`src/rtl/fibonacci_mod_prime_matrix_power_defines.svh`:
```
// Assertion macros used by the top-level RTL file of the Fibonacci matrix power block.
`ifndef FIBONACCI_MOD_PRIME_MATRIX_POWER_DEFINES_SVH
`define FIBONACCI_MOD_PRIME_MATRIX_POWER_DEFINES_SVH

// Checks that the consequent holds in the same cycle as the antecedent.
`define FMP_ASSERT_SAME(label, clk, rst, ante, cons) \
   label: assert property (@(posedge clk) disable iff (rst) (ante) |-> (cons)) \
      else $error("fmp assertion failed");

// Checks that the consequent holds in the cycle after the antecedent.
`define FMP_ASSERT_NEXT(label, clk, rst, ante, cons) \
   label: assert property (@(posedge clk) disable iff (rst) (ante) |=> (cons)) \
      else $error("fmp assertion failed");

`endif

```
`src/rtl/fmp_pkg.sv`:
```
// Package with the modulus, reduction constants and a residue addition helper.
`default_nettype none
package fmp_pkg;

   localparam int DEFAULT_INDEX_WIDTH = 64;
   localparam int RES_W = 30;

   typedef logic [RES_W-1:0] residue_type;

   localparam residue_type PRIME = 30'd1000000007;
   localparam logic [31:0] PRIME_TWICE = 32'd2000000014;

   // Barrett factor: floor(2^60 / PRIME), which needs 31 bits.
   localparam logic [61:0] MU_WIDE = (62'd1 << 60) / 62'd1000000007;
   localparam logic [30:0] BARRETT_MU = MU_WIDE[30:0];

   // Sum of two residues, reduced modulo the prime.
   function automatic residue_type mod_add(residue_type a, residue_type b);
      logic [RES_W:0] sum;
      logic [RES_W:0] diff;
      sum = {1'b0, a} + {1'b0, b};
      diff = sum - {1'b0, PRIME};
      if (sum >= {1'b0, PRIME}) begin
         return diff[RES_W-1:0];
      end
      return sum[RES_W-1:0];
   endfunction

endpackage
`default_nettype wire

```
`src/rtl/fibonacci_mod_prime_matrix_power.sv`:
```
// Top level: sequencer that raises the Fibonacci matrix to a power modulo the prime.
//
// A transaction starts when start is high while busy is low; req_index_n is taken then.
// The block squares a 2x2 accumulator once per index bit, from the top bit down, and
// multiplies by the Fibonacci matrix where the bit is set. The eight products of each
// squaring go through one shared four-stage modular multiplier, one issued per cycle.
// The result strobe rsp_valid comes after the last index bit is done and
// lasts one cycle; the receiver cannot stall it, so it must take rsp_fib_value then.
// busy stays high from acceptance until the strobe cycle.
`default_nettype none
`include "fibonacci_mod_prime_matrix_power_defines.svh"
module fibonacci_mod_prime_matrix_power #(
   parameter int INDEX_WIDTH = fmp_pkg::DEFAULT_INDEX_WIDTH
) (
   input  wire logic                   clock,
   input  wire logic                   reset,
   input  wire logic                   start,
   output logic                        busy,
   input  wire logic [INDEX_WIDTH-1:0] req_index_n,
   output logic                        rsp_valid,
   output fmp_pkg::residue_type        rsp_fib_value
);
   import fmp_pkg::*;

   localparam int CNT_W = $clog2(INDEX_WIDTH + 1);

   localparam logic [1:0] ST_IDLE   = 2'd0;
   localparam logic [1:0] ST_SQUARE = 2'd1;
   localparam logic [1:0] ST_BASE   = 2'd2;
   localparam logic [1:0] ST_FINISH = 2'd3;

   logic [1:0] state_ff, state_in;
   logic [INDEX_WIDTH-1:0] n_ff, n_in;
   logic [CNT_W-1:0] bits_ff, bits_in;
   logic [3:0] iss_ff, iss_in;
   logic [2:0] col_ff, col_in;
   logic rsp_valid_ff, rsp_valid_in;
   residue_type rsp_value_ff, rsp_value_in;
   residue_type a00_ff, a01_ff, a10_ff, a11_ff;
   residue_type a00_in, a01_in, a10_in, a11_in;
   residue_type n00_ff, n01_ff, n10_ff, first_ff;
   residue_type n00_in, n01_in, n10_in, first_in;

   logic mul_in_valid;
   residue_type mul_a, mul_b;
   logic mul_out_valid;
   residue_type mul_out;
   residue_type pair_sum;
   logic advance;

   fmp_mod_mul u_mul (
      .clock     (clock),
      .reset     (reset),
      .in_valid  (mul_in_valid),
      .in_a      (mul_a),
      .in_b      (mul_b),
      .out_valid (mul_out_valid),
      .out_value (mul_out)
   );

   always_comb begin
      case (iss_ff[2:0])
         3'd0: begin mul_a = a00_ff; mul_b = a00_ff; end
         3'd1: begin mul_a = a01_ff; mul_b = a10_ff; end
         3'd2: begin mul_a = a00_ff; mul_b = a01_ff; end
         3'd3: begin mul_a = a01_ff; mul_b = a11_ff; end
         3'd4: begin mul_a = a10_ff; mul_b = a00_ff; end
         3'd5: begin mul_a = a11_ff; mul_b = a10_ff; end
         3'd6: begin mul_a = a10_ff; mul_b = a01_ff; end
         default: begin mul_a = a11_ff; mul_b = a11_ff; end
      endcase
   end

   assign mul_in_valid = (state_ff == ST_SQUARE) && !iss_ff[3];
   assign pair_sum = mod_add(first_ff, mul_out);

   always_comb begin
      state_in = state_ff;
      n_in = n_ff;
      bits_in = bits_ff;
      iss_in = iss_ff;
      col_in = col_ff;
      rsp_valid_in = 1'b0;
      rsp_value_in = rsp_value_ff;
      a00_in = a00_ff;
      a01_in = a01_ff;
      a10_in = a10_ff;
      a11_in = a11_ff;
      n00_in = n00_ff;
      n01_in = n01_ff;
      n10_in = n10_ff;
      first_in = first_ff;
      advance = 1'b0;

      case (state_ff)
         ST_IDLE: begin
            if (start) begin
               state_in = ST_SQUARE;
               n_in = req_index_n;
               bits_in = CNT_W'(INDEX_WIDTH);
               iss_in = '0;
               col_in = '0;
               a00_in = RES_W'(1);
               a01_in = '0;
               a10_in = '0;
               a11_in = RES_W'(1);
            end
         end
         ST_SQUARE: begin
            if (mul_in_valid) begin
               iss_in = iss_ff + 4'd1;
            end
            if (mul_out_valid) begin
               col_in = col_ff + 3'd1;
               if (!col_ff[0]) begin
                  first_in = mul_out;
               end else begin
                  case (col_ff[2:1])
                     2'd0: n00_in = pair_sum;
                     2'd1: n01_in = pair_sum;
                     2'd2: n10_in = pair_sum;
                     default: begin
                        a00_in = n00_ff;
                        a01_in = n01_ff;
                        a10_in = n10_ff;
                        a11_in = pair_sum;
                        if (n_ff[INDEX_WIDTH-1]) begin
                           state_in = ST_BASE;
                        end else begin
                           advance = 1'b1;
                        end
                     end
                  endcase
               end
            end
         end
         ST_BASE: begin
            a00_in = a01_ff;
            a01_in = mod_add(a00_ff, a01_ff);
            a10_in = a11_ff;
            a11_in = mod_add(a10_ff, a11_ff);
            advance = 1'b1;
         end
         ST_FINISH: begin
            rsp_valid_in = 1'b1;
            rsp_value_in = mod_add(a00_ff, a01_ff);
            state_in = ST_IDLE;
         end
         default: begin
            state_in = ST_IDLE;
         end
      endcase

      if (advance) begin
         n_in = n_ff << 1;
         bits_in = bits_ff - CNT_W'(1);
         iss_in = '0;
         col_in = '0;
         if (bits_ff == CNT_W'(1)) begin
            state_in = ST_FINISH;
         end else begin
            state_in = ST_SQUARE;
         end
      end
   end

   always_ff @(posedge clock) begin
      if (reset) begin
         state_ff <= ST_IDLE;
         bits_ff <= '0;
         iss_ff <= '0;
         col_ff <= '0;
         rsp_valid_ff <= 1'b0;
      end else begin
         state_ff <= state_in;
         bits_ff <= bits_in;
         iss_ff <= iss_in;
         col_ff <= col_in;
         rsp_valid_ff <= rsp_valid_in;
      end
   end

   always_ff @(posedge clock) begin
      n_ff <= n_in;
      rsp_value_ff <= rsp_value_in;
      a00_ff <= a00_in;
      a01_ff <= a01_in;
      a10_ff <= a10_in;
      a11_ff <= a11_in;
      n00_ff <= n00_in;
      n01_ff <= n01_in;
      n10_ff <= n10_in;
      first_ff <= first_in;
   end

   assign busy = (state_ff != ST_IDLE);
   assign rsp_valid = rsp_valid_ff;
   assign rsp_fib_value = rsp_value_ff;

   `FMP_ASSERT_NEXT(a_start_sets_busy, clock, reset, start && !busy, busy)
   `FMP_ASSERT_SAME(a_rsp_after_finish, clock, reset, rsp_valid, $past(state_ff) == ST_FINISH)
   `FMP_ASSERT_SAME(a_rsp_reduced, clock, reset, rsp_valid, rsp_fib_value < PRIME)
   `FMP_ASSERT_SAME(a_products_in_square, clock, reset, mul_out_valid, state_ff == ST_SQUARE)

endmodule
`default_nettype wire

```
`src/rtl/fmp_mod_mul.sv`:
```
// Pipelined modular multiplier with Barrett reduction.
`default_nettype none
module fmp_mod_mul (
   input  wire logic                clock,
   input  wire logic                reset,
   input  wire logic                in_valid,
   input  wire fmp_pkg::residue_type in_a,
   input  wire fmp_pkg::residue_type in_b,
   output logic                     out_valid,
   output fmp_pkg::residue_type     out_value
);
   import fmp_pkg::*;

   logic [3:0]  valid_ff;
   logic [59:0] prod_ff;
   logic [61:0] est_ff;
   logic [31:0] lo2_ff;
   logic [31:0] lo3_ff;
   logic [31:0] qp_ff;
   residue_type result_ff;

   logic [61:0] est_in;
   logic [59:0] qp_full;
   logic [31:0] rem;
   logic [31:0] rem_red;
   residue_type result_in;

   always_comb begin
      est_in = {31'd0, prod_ff[59:29]} * {31'd0, BARRETT_MU};
      qp_full = {30'd0, est_ff[60:31]} * {30'd0, PRIME};
      rem = lo3_ff - qp_ff;
      if (rem >= PRIME_TWICE) begin
         rem_red = rem - PRIME_TWICE;
      end else if (rem >= {2'd0, PRIME}) begin
         rem_red = rem - {2'd0, PRIME};
      end else begin
         rem_red = rem;
      end
      result_in = rem_red[RES_W-1:0];
   end

   always_ff @(posedge clock) begin
      if (reset) begin
         valid_ff <= '0;
      end else begin
         valid_ff <= {valid_ff[2:0], in_valid};
      end
   end

   always_ff @(posedge clock) begin
      prod_ff <= {30'd0, in_a} * {30'd0, in_b};
      est_ff <= est_in;
      lo2_ff <= prod_ff[31:0];
      lo3_ff <= lo2_ff;
      qp_ff <= qp_full[31:0];
      result_ff <= result_in;
   end

   assign out_valid = valid_ff[3];
   assign out_value = result_ff;

endmodule
`default_nettype wire

```
`config.mk`:
```
export PLATFORM = sky130hd
export DESIGN_NAME = fibonacci_mod_prime_matrix_power
export DESIGN_NICKNAME = d
export VERILOG_FILES = /design/src/rtl/fmp_pkg.sv /design/src/rtl/fibonacci_mod_prime_matrix_power.sv /design/src/rtl/fmp_mod_mul.sv
export VERILOG_INCLUDE_DIRS = /design/src /design/src/rtl
export SDC_FILE = /design/constraint.sdc
export NUM_CORES = 2
export LEC_CHECK = 0
export ABC_AREA = 1
export BUFFER_PORTS_ARGS = -buffer_cell sky130_fd_sc_hd__clkbuf_2
export CORE_ASPECT_RATIO = 1.1
export CORE_MARGIN = 4
export CORE_UTILIZATION = 34
export CTS_CLUSTER_SIZE = 12
export DETAILED_ROUTE_END_ITERATION = 10
export SLEW_MARGIN = 30
export SYNTH_ARGS = -nofsm -noshare
export SYNTH_HDL_FRONTEND = slang
export SYNTH_SLANG_ARGS = --single-unit
export TNS_END_PERCENT = 20
```
`constraint.sdc`:
```
create_clock -name clock -period 10.2 [get_ports clock]
set_input_delay 1.02 -clock clock [delete_from_list [all_inputs] [get_ports clock]]
set_output_delay 1.02 -clock clock [all_outputs]
set_load 0.02 [all_outputs]
```
==> flow_metrics.tcl <==
set metrics [dict create \
    end_kind "flop" \
    io_pins 99 \
    cts_sinks 571 \
    clk_latency_ns 0.74 \
    synth_common_cells "2661 x nand2_1, 2310 x inv_1, 1225 x fa_1" \
    fin_worst_skew_ns 0.0712 \
    critPathSlowestCell "clkinv_1" \
    first_global_vias 71600 \
    crit_family "adder cells" \
    syn_nets 13200 \
    post_drt_wl_per_cell_um 19.7 \
    ys_warn_count 0 \
    rsz0062_at_grt "no" \
    drive_gt1_frac 0.0570 \
    cts_root_buffer "clkbuf_16" \
    grt_max_degree 97 \
    antenna_left 0 \
    portBuffers 98 \
    die_w_um 489 \
    hold_viol_final 0 \
    setup_ws_ns 0.486 \
    num_rows 193 \
    clockBufferDepth 3 \
    post_cts_resized 0 \
    fmax_ghz 0.103 \
    synth_ff_type "edfxtp_1" \
    syn_area_per_cell_um2 7.89 \
    ys_ff_latch 571 \
    max_cap_violations 0 \
    cp.required_ns 10.76 \
    dp_hpwl_um 234000 \
    cp_max_fo 14 \
    cts.htree.levels 3 \
    vias 71600 \
    nets 13200 \
    grt_util_all_layers 0.216 \
    die_h_um 537 \
    tightest_slew_ns 1.07 \
    path_buf_inv 9 \
    period_needed_ns 9.71 \
    timing.setup.tns_ns 0 \
    hp-class "reg -> reg" \
    slew_violations 0 \
    clk_pin_slew_worst_paths_ns 0.06 \
    routed_wl_um 284000 \
    cts_setup_buffers 0 \
    synth.most_common_cell "nand2_1" \
    synth_cell_types 67 \
    drcViolationCount 0 \
    setup_viol 0 \
    cpPeakStageDelay_ns 0.63 \
    antenna_found_initial 14 \
    grt_overflow 0 \
    gp_congestion 0.971 \
    seqCellArea_mm2 0.0148 \
    post-route-period-util 0.952 \
    grt_pass1_wl_um 432000 \
    cts_hold_buf 0 \
    fillers 26300 \
    relSlewSlack 0.283 \
    place_ws_ns 0.604 \
    netlist_area_mm2 0.0865 \
    start_util 0.343 \
    cp.arrival_ns 10.28 \
    cts_tree "yes" \
    critPathLaunchType "flop" \
    reg2reg_slack_ns 0.49 \
    area_growth_pct 8.43 \
    syn_inst 11000 \
    ys_seq_area_frac 0.171 \
    yosysTopAreaCell "fa_1" \
    ys_top_cells_by_area "fa_1 28%, ha_1 13%, edfxtp_1 12%" \
    synth_top_area_share 0.284 \
    drt_iter0_markers 5674 \
    core_mm2 0.252 \
    status "complete, no violations" \
    ys_async_sr_fraction 0 \
    drtPass1Iterations 7 \
    cts_buffers 69 \
    multi_input_area_mm2 0.0619 \
    viasPerCell 4.97 \
    path_class "reg -> reg" \
    synth_edf_count 333 \
    cp_common_cell "fa_1" \
    dieArea_mm2 0.263 \
]
path summary, 6_finish.rpt:
check,from,end,cells after the start
worst max register to register,iss_ff[0]$_SDFFE_PP0P_,u_mul.prod_ff[57]$_DFF_P_,35
worst min-delay path,u_mul.lo2_ff[13]$_DFF_P_,u_mul.lo3_ff[13]$_DFF_P_,0
worst min register to register,u_mul.lo2_ff[13]$_DFF_P_,u_mul.lo3_ff[13]$_DFF_P_,0
worst max-delay path,iss_ff[0]$_SDFFE_PP0P_,u_mul.prod_ff[57]$_DFF_P_,35
area by class of cell:
type,count,share of cell area
clock buffer,90,0.0200
antenna,13,0.000347
timing repair buffer,248,0.0178
tap,3315,0.0442
multi-input combinational,7778,0.661
inverter,2360,0.0946
sequential,571,0.157
clock inverter,34,0.00510
worst register-to-register path, delay by kind of cell, from the launching register on:
| kind | cells | cell delay, ns |
|---|---|---|
| simple gates | 12 | 2.14 |
| fa+ha+maj | 10 | 4.65 |
| flops | 1 | 0.44 |
| xor+xnor | 1 | 0.16 |
| compound gates | 3 | 0.47 |
| buf+inv | 9 | 1.68 |
state kept, by name, indices dropped and copies added, names as in the netlist, 32 cells and up:
name,cells
n_ff,64
u_mul.prod_ff,60
u_mul.lo2_ff,32
u_mul.lo3_ff,32
u_mul.qp_ff,32
cells in the final DEF, fill, tap and decap left out, types with 46 or more instances in the layout:
cell,netlist,final
a31oi_1,47,47
inv_1,2310,2308
o21ai_2,25,46
nor2_1,992,985
buf_4,16,146
edfxtp_1,333,333
a21oi_1,417,417
clkbuf_16,0,70
nand2_1,2661,2660
nand2_2,91,92
ha_1,901,898
xor2_1,162,162
fa_1,1225,1225
xnor2_1,69,67
clkbuf_2,0,98
nand3_1,480,480
dfxtp_1,238,238
nand4_1,174,174
o21ai_0,157,153
per-stage QoR:
| step | util | std cells | instance area, um2 | hold WS (ns) |
|---|---|---|---|---|
| 4_1_cts | 0.371 | 14400 | 93700 | 0.313 |
| 3_3_place_gp | 0.362 | 14300 | 91300 | 0.311 |
| 2_1_floorplan | - | 11000 | 86500 | 0.310 |
| 3_5_place_dp | 0.362 | 14300 | 91300 | 0.312 |
| 5_1_grt | 0.371 | 14400 | 93700 | 0.330 |
| 6_report | 0.372 | 14400 | 93800 | 0.321 |
metal layers:
| metal | wire, um | GRT usage | vias up | part of all wire |
|---|---|---|---|---|
| met5 | 7 | 0 | - | 0.000025 |
| met4 | 12700 | 0.0836 | 2 | 0.045 |
| met3 | 21600 | 0.0351 | 547 | 0.076 |
| met2 | 129000 | 0.349 | 2515 | 0.45 |
| met1 | 121000 | 0.289 | 34700 | 0.42 |
| li1 | - | - | 33800 | - |
cells by family (layout without fill, tap and decap cells):
logic type / Yosys count / after routing / synth area share
AOI/OAI and AO/OA: 828 / 828 / 0.0540
buffers and inverters: 2612 / 2732 / 0.116
adders and majority gates: 2126 / 2126 / 0.414
other: 0 / 13 / 0
DFF: 571 / 571 / 0.171
and+or+nand+nor: 4589 / 4589 / 0.222
xor gates and xnor gates: 235 / 235 / 0.0241
Power is left out: the tool's default activity adds up to more than one toggle a clock period on the data nets, which glitch-free logic cannot reach.
